**config.mk**
```make
export PLATFORM = sky130hd
export DESIGN_NAME = rpn_cell
export DESIGN_NICKNAME = d
export VERILOG_FILES = /design/src/rtl/core/rpn_pkg.sv /design/src/rtl/core/rpn_cell.sv
export SDC_FILE = /design/constraint.sdc
export NUM_CORES = 1
export LEC_CHECK = 0
export BUFFER_PORTS_ARGS = -buffer_cell sky130_fd_sc_hd__buf_4
export CAP_MARGIN = 20
export CORE_ASPECT_RATIO = 1.5
export CORE_MARGIN = 2
export CORE_UTILIZATION = 37
export DETAILED_ROUTE_END_ITERATION = 8
export PLACE_DENSITY_LB_ADDON = 0.25
export RECOVER_POWER = 25
export SLEW_MARGIN = 15
export SYNTH_ARGS = -nofsm -noshare
export SYNTH_HDL_FRONTEND = slang
export SYNTH_SLANG_ARGS = --single-unit
```
**constraint.sdc**
```tcl
create_clock -name clk -period 1.87 [get_ports clk]
set_input_delay 0.2805 -clock clk [delete_from_list [all_inputs] [get_ports clk]]
set_output_delay 0.2805 -clock clk [all_outputs]
set_load 0.1 [all_outputs]
```
**src/rtl/core/rpn_pkg.sv**
```systemverilog
// ----------------------------------------------------------------------------
// rpn_pkg
// Shared types and constants of the RPN stack evaluator.
// ----------------------------------------------------------------------------
`default_nettype none

package rpn_pkg;

    localparam int VAL_W         = 48;
    localparam int DEPTH_DEF     = 128;
    localparam int FRAC_BITS_DEF = 16;

    typedef enum logic [2:0] {
        CMD_PUSH    = 3'd0,
        CMD_ADD     = 3'd1,
        CMD_SUB     = 3'd2,
        CMD_MUL     = 3'd3,
        CMD_DIV     = 3'd4,
        CMD_MOD     = 3'd5,
        CMD_EOL     = 3'd6,
        CMD_UNKNOWN = 3'd7
    } cmd_t;

    typedef enum logic [2:0] {
        ST_OK       = 3'd0,
        ST_FULL     = 3'd1,
        ST_EMPTY    = 3'd2,
        ST_DIV_ZERO = 3'd3,
        ST_MOD_ZERO = 3'd4,
        ST_UNKNOWN  = 3'd5,
        ST_OVERFLOW = 3'd6
    } status_t;

    typedef enum logic [1:0] {
        CELL_HOLD,
        CELL_DOWN,
        CELL_UP
    } cell_op_t;

    typedef enum logic [1:0] {
        STK_HOLD,
        STK_PUSH,
        STK_POP,
        STK_REPL
    } stk_op_t;

    typedef enum logic [1:0] {
        ALU_MUL,
        ALU_DIV,
        ALU_MOD
    } alu_op_t;

    typedef enum logic [2:0] {
        A_IDLE,
        A_MUL,
        A_DIV,
        A_FIN,
        A_DONE
    } alu_state_t;

    typedef enum logic [1:0] {
        S_IDLE,
        S_WAIT,
        S_POP
    } ctl_state_t;

    typedef struct packed {
        logic    start;
        logic    ack;
        alu_op_t op;
    } alu_req_t;

    typedef struct packed {
        logic done;
        logic ovf;
    } alu_rsp_t;

endpackage

`default_nettype wire

```
**src/rtl/core/rpn_cell.sv**
```systemverilog
// ----------------------------------------------------------------------------
// rpn_cell
// One stack cell: holds a value or takes it from the neighbor above or below.
// ----------------------------------------------------------------------------
`default_nettype none

module rpn_cell
    import rpn_pkg::*;
(
    input  wire logic             clk,
    input  wire cell_op_t         op,
    input  wire logic [VAL_W-1:0] up_val,
    input  wire logic [VAL_W-1:0] dn_val,
    output logic      [VAL_W-1:0] val
);

    logic [VAL_W-1:0] val_reg;
    logic [VAL_W-1:0] val_next;

    always_comb
    begin
        case (op)
            CELL_DOWN: val_next = up_val;
            CELL_UP:   val_next = dn_val;
            default:   val_next = val_reg;
        endcase
    end

    always_ff @(posedge clk)
    begin
        val_reg <= val_next;
    end

    assign val = val_reg;

endmodule

`default_nettype wire

```
==> run metrics, run 1 <==
Root Buffer=clkbuf_8; Largest register FFs=48; Iter 0 DRT Violations=58; largest family of logic cells by synthesized area=multiplexers; Worst Hold Class=in2reg; Yosys top cell by area=edfxtp_1; number of I/O port buffers=146; slew margin rel.=0.493; DR pass1 iterations=4; Sw Ratio=0.446; Hold WS=~0.28 ns; drt wl/cell=between 10 and 15 um; mux share of post-synthesis cell area=0.290; Max stage delay on crit path=around 0.60 ns; chip height=roughly 97 um; nets=between 300 and 400; clock share of power=0.157; synthesized area per cell=about 20 um2; post-cts resize count=0; Simple-Gate Fraction of Synth Area=0; DRC viols=0; Fill cells=about 460; critical path fanouts, max=30; global-route wire length before repair=slightly below 7000 um; IO Pins=approximately 150; Syn Std Cell Area=2120 um2; Clock Path Buffers=2; Logic pwr share=0.461; initial antenna violation count=0; most frequent cells in the layout=146 x buf_4, 48 x edfxtp_1, 28 x mux2_2, 20 x mux2_4, 5 x clkbuf_8; Synth top area share=0.680; Pint=just over 2 mW; gr usage total=0.145; Final Cell Area=3380 um2; outcome=complete, no violations; XOR/XNOR Fraction of Synth Area=0; Clock Sink Count=48; final setup fails=0; P_sw=approximately 1.6 mW; drt via density=4.48; MaxCap Viol Count=0; largest net degree at the start of global routing=just under 50; Final HPWL DP=approximately 3600 um; CORE AREA=~5500 um2; sequential group share of total power=0.382; Post-CTS Hold Buffers=0; H-Tree Depth=2; Crit path arrival time=~1.4 ns; Synth Area in Compound Gates=0; PnR worst setup slack=between 0.3 and 0.4 ns; GP Congestion=between 0.6 and 0.7; Bufs and invs on worst path=4; pins over their slew limit=0; Area Growth Syn to Fin=59.4%; postcts setup bufs=0; Mapped Cells=roughly 100; startpoint types=input pin; vias in the first global route=between 1500 and 2000; P_leak=1.50 nW; CP top delay family=buffers and inverters; Crit. End Element=register; most common cell after layout, fill and taps aside=buf_4; detailed-route via count=roughly 1500; post-synthesis sequential area ratio=0.680; yosys warns=0; post-place instance area=~3300 um2; row count=33; CTS buffer count=5; Synth cell types=7; #FFs+latches synth=48; Peak supply drop=slightly below 0.6 mV; clock-pin slew on the worst setup and hold paths=0.09 ns; WS Path Type=in2reg; Routed Antenna Nets=0; Non-Filler Instances=~330; Power per Cell Area=between 1000 and 1500 nW/um2; fmax=around 0.68 GHz; pre-CTS setup slack=just under 0.3 ns; placed instance count=between 300 and 400; Die W=65.8 um; total wire length=4710 um; layout cells sized above 1=0.805; Final Cycle Share=0.788; endpoints failing hold=0; Remaining Overflow, GRT=0; unrepaired setup endpoints after global routing=false; synth top area cells=edfxtp_1 68%, mux2_2 15%, mux2_4 14%; CTS tree=built; setup TNS=0 ns; ant diodes=0; adder-cell share of the synthesized area=0.00590; crit path time final=about 1.5 ns; Worst-Margin Slew=approximately 0.76 ns; Syn Nets=slightly above 200; worst endpoint required time=1.80 ns; full die area=6370 um2; Slowest cell on crit path=clkbuf_2; CP Cell Sequence=clkbuf_4, inv_1, ha_2, clkinvlp_2, clkbuf_2; Initial Util=0.386
-- worst paths after layout --
check | from | to | slack [ns] | depth (start not counted)
max | op[0] | val[22] | 0.40 | 5
min | up_val[34] | val[34] | 0.28 | 2
-- synthesized netlist by cell type (all sizes together) --
cell type / number
ha: 1
inv: 2
edfxtp: 48
mux2: 48
buf: 5
-- final cells by class --
cell class | count | area (um2) | share of cell area
Multi-Input combinational cell | 49 | 631 | 0.187
Timing Repair Buffer | 149 | 1130 | 0.334
Clock inverter | 3 | 13.8 | 0.00407
Tap cell | 70 | 87.6 | 0.0259
Inverter | 2 | 8.76 | 0.00259
Sequential cell | 48 | 1440 | 0.427
Clock buffer | 5 | 68.8 | 0.0204
-- power by group through the flow --
stage	Sequential [mW]	Clock, mW	Combinational (mW)
after floorplan	2.55	0	0.164
after global placement	1.43	0	1.71
after detailed placement	1.43	0	1.72
after CTS	1.41	0.602	1.72
after global routing	1.42	0.651	1.74
final	1.41	0.578	1.70
-- per-stage QoR --
stage	util	total power [mW]
2_1_floorplan	-	2.72
3_3_place_gp	0.604	3.14
3_5_place_dp	0.604	3.15
4_1_cts	0.619	3.73
5_1_grt	0.615	3.81
6_report	0.615	3.68
-- per-layer routing --
layer | part of all wire | wire length [um] | global-route usage
met5 | 0 | 0 | 0
met4 | 0.026 | 122 | 0.0657
met3 | 0.097 | 455 | 0.0419
met2 | 0.54 | 2570 | 0.259
met1 | 0.33 | 1570 | 0.150
-- cells by family (layout without fill, tap and decap cells) --
group      after synthesis  after routing
fa+ha+maj                1              1
buf+inv                  7            159
flops                   48             48
mux                     48             48
(Power assumes the default switching activity.)
==> run 2: changes to the inputs <==
--- a/config.mk
+++ b/config.mk
@@ -9,7 +9,7 @@
 export CAP_MARGIN = 20
 export CORE_ASPECT_RATIO = 1.5
 export CORE_MARGIN = 2
-export CORE_UTILIZATION = 37
+export CORE_UTILIZATION = 41
 export DETAILED_ROUTE_END_ITERATION = 8
 export PLACE_DENSITY_LB_ADDON = 0.25
 export RECOVER_POWER = 25
==> constraint.sdc (replaced) <==
create_clock -name clk -period 1.4 [get_ports clk]
set_input_delay 0.21 -clock clk [delete_from_list [all_inputs] [get_ports clk]]
set_output_delay 0.21 -clock clk [all_outputs]
set_load 0.1 [all_outputs]
==> run 2 against run 1 <==
  * Global-route usage increased by 1.7 points
  * Core utilization rose by 6.5 points
  * Critical path type is now reg2out
  * Largest power group unchanged
  * Combinational power is 34% higher
  * Count of clock-buffer cells in the layout unchanged
==> run metrics, run 2 (synthesis results as in run 1) <==
pins over their slew limit=0; Root Buffer=clkbuf_8; post-cts resize count=0; Hold Path Depth=2; critical path fanouts, max=1; pre-CTS setup slack=~0.045 ns; Power per Cell Area=around 1500 nW/um2; slew margin rel.=0.646; full die area=5780 um2; global-route wire length before repair=just over 7000 um; postcts setup bufs=0; worst endpoint required time=between 1 and 1.5 ns; DRC viols=0; final setup fails=0; Final Cycle Share=0.847; endpoints failing hold=0; vias in the first global route=between 1500 and 2000; CTS tree=built; unrepaired setup endpoints after global routing=false; Crit path arrival time=just under 1 ns; PnR worst setup slack=between 0.2 and 0.25 ns; row count=32; GP Congestion=about 0.7; P_leak=between 1.5 and 2 nW; hold wc startpoint=up_val[37]; detailed-route via count=roughly 1500; Post-CTS Hold Buffers=0; ant diodes=0; Routed Antenna Nets=0; Area Growth Syn to Fin=63.2%; Largest register FFs=48; crit path time final=between 1 and 1.5 ns; drt via density=4.54; fmax=0.843 GHz; Die W=between 60 and 70 um; total wire length=between 4000 and 5000 um; WS Path Type=reg2out; number of I/O port buffers=146; Clock Path Buffers=2; initial antenna violation count=0; Slowest cell on crit path=edfxtp_1; Total Power=~5.1 mW; CTS buffer count=5; Crit. End Element=output pin; nets=approximately 360; most common cell after layout, fill and taps aside=buf_4; Peak supply drop=slightly below 0.8 mV; Max stage delay on crit path=around 0.38 ns; CORE AREA=5080 um2; Final HPWL DP=~3600 um; CP Cell Sequence=buf_4; Remaining Overflow, GRT=0; Clock Sink Count=48; largest net degree at the start of global routing=30; most frequent cells in the layout=146 x buf_4, 48 x edfxtp_1, 28 x mux2_2, 20 x mux2_4, 5 x clkbuf_8; clock-pin slew on the worst setup and hold paths=approximately 0.090 ns; Worst Hold Class=in2reg; Hold EP=val[37]; Worst-Margin Slew=between 0.5 and 0.6 ns; DR pass1 iterations=5; CP top delay family=flip-flops; Initial Util=0.417; gr usage total=0.162; MaxCap Viol Count=0; Iter 0 DRT Violations=40; drt wl/cell=roughly 14 um; chip height=92.1 um; IO Pins=between 100 and 150; startpoint types=register; H-Tree Depth=2; layout cells sized above 1=0.799; outcome=complete, no violations; Bufs and invs on worst path=1
[run 2: cell count changes in the layout (fill, tap and decap cells not counted)]
cell / delta
ha_4: +1
inv_8: +1
bufinv_16: +1
clkbuf_1: +2
ha_2: -1
inv_1: -1
clkinv_1: +1
clkbuf_2: -1
buf_12: +2
clkinv_2: -2
[run 2: metrics by stage]
stage / instances / util / TNS (ns) / instance area [um2] / hold slack [ns]
2_1_floorplan: 104 / - / -6.30 / 2140 / 0.427
3_3_place_gp: 319 / 0.664 / 0 / 3380 / 0.510
3_5_place_dp: 319 / 0.664 / 0 / 3380 / 0.513
4_1_cts: 327 / 0.685 / 0 / 3480 / 0.198
5_1_grt: 327 / 0.681 / 0 / 3460 / 0.189
6_report: 327 / 0.681 / 0 / 3460 / 0.210
[run 2: how the worst max path moves through the flow]
stage                  from      end  slack [ns]  depth (start not counted)
CTS                 val[26]  val[26]        0.19                          1
finish              val[26]  val[26]        0.21                          1
floorplan             op[0]   val[0]       -0.13                          3
global route        val[26]  val[26]        0.18                          1
detailed placement    op[0]  val[20]        0.05                          5
global placement      op[0]   val[1]        0.07                          5
[run 2: metal layers]
| metal | track usage | wire length, um | vias to the layer above |
|---|---|---|---|
| met1 | 0.157 | 1540 | 675 |
| met2 | 0.313 | 2610 | 90 |
| met3 | 0.0515 | 356 | 9 |
| met4 | 0.0574 | 85 | 0 |
| met5 | 0 | 0 | - |
| li1 | - | - | 710 |
[run 2: power by group]
group / internal, mW / total [mW] / switching, mW
registers: 1.83 / 1.88 / 0.0526
clock network: 0.520 / 0.953 / 0.433
logic: 0.569 / 2.28 / 1.71
total: 2.92 / 5.12 / 2.20
[run 2: layout make-up]
| class | instances | area [um2] |
|---|---|---|
| clock buffer | 5 | 68.8 |
| clock inverter | 3 | 37.5 |
| fill | 383 | 1620 |
| inverter | 2 | 16.3 |
| multi-input combinational | 49 | 641 |
| sequential | 48 | 1440 |
| tap | 68 | 85.1 |
| timing repair buffer | 152 | 1170 |
==> run 3: changes to the inputs <==
--- a/config.mk
+++ b/config.mk
@@ -5,6 +5,7 @@
 export SDC_FILE = /design/constraint.sdc
 export NUM_CORES = 1
 export LEC_CHECK = 0
+export ABC_AREA = 1
 export BUFFER_PORTS_ARGS = -buffer_cell sky130_fd_sc_hd__buf_4
 export CAP_MARGIN = 20
 export CORE_ASPECT_RATIO = 1.5
==> constraint.sdc (replaced) <==
create_clock -name clk -period 1.16 [get_ports clk]
set_input_delay 0.174 -clock clk [delete_from_list [all_inputs] [get_ports clk]]
set_output_delay 0.174 -clock clk [all_outputs]
set_load 0.1 [all_outputs]
==> run 3 against run 2 <==
  * Sequential power is 21% higher
  * Via count rose by 28%
  * Design area down 2.1%
  * Setup slack got worse by 0.15 ns
  * Combinational power rose by 22%
  * Non-clock buffer count up 1
  * First-iteration DRC count increased by 48%
  * Synthesized cell count rose by 98%
  * Sequential cell count unchanged
  * Largest cell class unchanged
==> run metrics, run 3 <==
outcome=complete, no violations; nets=approximately 460; Worst Hold Class=in2reg; Iter 0 DRT Violations=59; Clock Sink Count=between 40 and 50; Area Growth Syn to Fin=64.0%; MaxCap Viol Count=0; Power per Cell Area=roughly 1800 nW/um2; postcts setup bufs=0; Synth top area share=0.698; full die area=between 5000 and 6000 um2; final setup fails=0; setup TNS=0 ns; placed instance count=415; Syn Nets=just over 300; largest net degree at the start of global routing=36; prevailing post-synth register cell=edfxtp_1; endpoints failing hold=0; Yosys top cell by area=edfxtp_1; Non-Filler Instances=between 400 and 500; post-cts resize count=0; CTS tree=built; Worst-Margin Slew=just over 0.5 ns; Final HPWL DP=about 4100 um; H-Tree Depth=2; row count=31; Initial Util=0.426; Async SR Flop Fraction=0; Hold WS=0.142 ns; Max Used Layer=met4; CP top delay family=flip-flops; Crit path arrival time=just over 0.9 ns; vias in the first global route=around 1800; Root Buffer=clkbuf_8; IO Pins=147; CTS buffer count=5; gr usage total=0.182; Syn Std Cell Area=roughly 2100 um2; synth top area cells=edfxtp_1 70%, nand2_1 26%, buf_2 1.5%; Final Cycle Share=0.949; ant diodes=0; drt wl/cell=12.3 um; global-route wire length before repair=about 7500 um; most frequent cells in the layout=147 x buf_4, 144 x nand2_1, 48 x edfxtp_1, 5 x clkbuf_8, 4 x buf_12; Routed Antenna Nets=0; CP Cell Sequence=buf_4; slew margin rel.=0.659; Crit. End Element=output pin; Clock Path Buffers=2; Bufs and invs on worst path=1; P_leak=about 1.7 nW; most common cell after layout, fill and taps aside=buf_4; WS Path Type=reg2out; pins over their slew limit=0; Synth cell types=7; CORE AREA=about 4800 um2; drt via density=roughly 4.5; GP Congestion=roughly 0.84; Remaining Overflow, GRT=0; Synth top cells by count=144 x nand2_1, 48 x edfxtp_1, 6 x buf_2; fmax=approximately 0.91 GHz; met3 wire length=roughly 350 um; yosys warns=0; Final Cell Area=approximately 3400 um2; Mapped Cells=a little over 200; Slowest cell on crit path=edfxtp_1; clock-pin slew on the worst setup and hold paths=0.08 ns; worst endpoint required time=0.99 ns; initial antenna violation count=0; Fill cells=394; Post-CTS Hold Buffers=0; critical path fanouts, max=1; Peak supply drop=1.10 mV; DR pass1 iterations=4; layout cells sized above 1=0.457; #FFs+latches synth=48; startpoint types=register; post-place instance area=between 3000 and 4000 um2; Die W=about 62 um; Metal-1 WL=1720 um; Post-synth EDFFs=48; total wire length=about 5200 um; crit path time final=around 1.1 ns; chip height=between 90 and 100 um; most frequent cell after synthesis=nand2_1; DRC viols=0; Largest register FFs=48; post-synthesis sequential area ratio=0.698; Max stage delay on crit path=approximately 0.35 ns; unrepaired setup endpoints after global routing=false; detailed-route via count=1894; met2 WL=2960 um; number of I/O port buffers=146; synthesized area per cell=~10 um2
==> run 3: changes by cell type in the layout (fill, tap and decap cells not counted), sizes merged <==
cell	previous run	this run
nand2	0	144
mux2	48	0
buf	149	152
clkbuf	8	6
bufinv	1	0
clkinv	2	3
inv	1	2
==> run 3: layout make-up <==
| cell class | instances | area (um2) | share of cell area |
|---|---|---|---|
| clock buffers | 5 | 68.8 | 0.0203 |
| well taps | 66 | 82.6 | 0.0244 |
| clock inverters | 3 | 13.8 | 0.00406 |
| flip-flops and latches | 48 | 1440 | 0.425 |
| repair buffers | 153 | 1190 | 0.352 |
| multi-input cells | 145 | 566 | 0.167 |
| inverters | 3 | 22.5 | 0.00665 |
==> run 3: power breakdown <==
part           internal (mW)  switching (mW)  leakage (nW)  total [mW]
Sequential              2.21          0.0657         0.468        2.27
Clock                  0.409           0.501        0.0453       0.910
Combinational          0.625            2.16          1.18        2.78
==> run 3: cell families after synthesis <==
family                     share of synthesized area
adders and majority gates                    0.00606
buffers and inverters                         0.0345
DFF                                            0.698
and+or+nand+nor                                0.262
==> run 3: stage by stage <==
step	total power, mW	utilization	setup WS [ns]
2_1_floorplan	4.36	-	-0.335
3_3_place_gp	5.09	0.685	-0.0162
3_5_place_dp	5.12	0.685	-0.0289
4_1_cts	6.03	0.702	0.0405
5_1_grt	6.17	0.699	0.0131
6_report	5.97	0.699	0.0591
==> run 3: path summary, 6_finish.rpt <==
| check | from | to | slack (ns) | cells after the start |
|---|---|---|---|---|
| setup / recovery | val[23] | val[23] | 0.06 | 1 |
| hold / removal | up_val[11] | val[11] | 0.14 | 3 |
==> run 3: metal layers <==
layer / global-route usage / vias up
li1: - / 954
met1: 0.172 / 837
met2: 0.337 / 89
met3: 0.0413 / 14
met4: 0.0887 / 0
met5: 0 / -
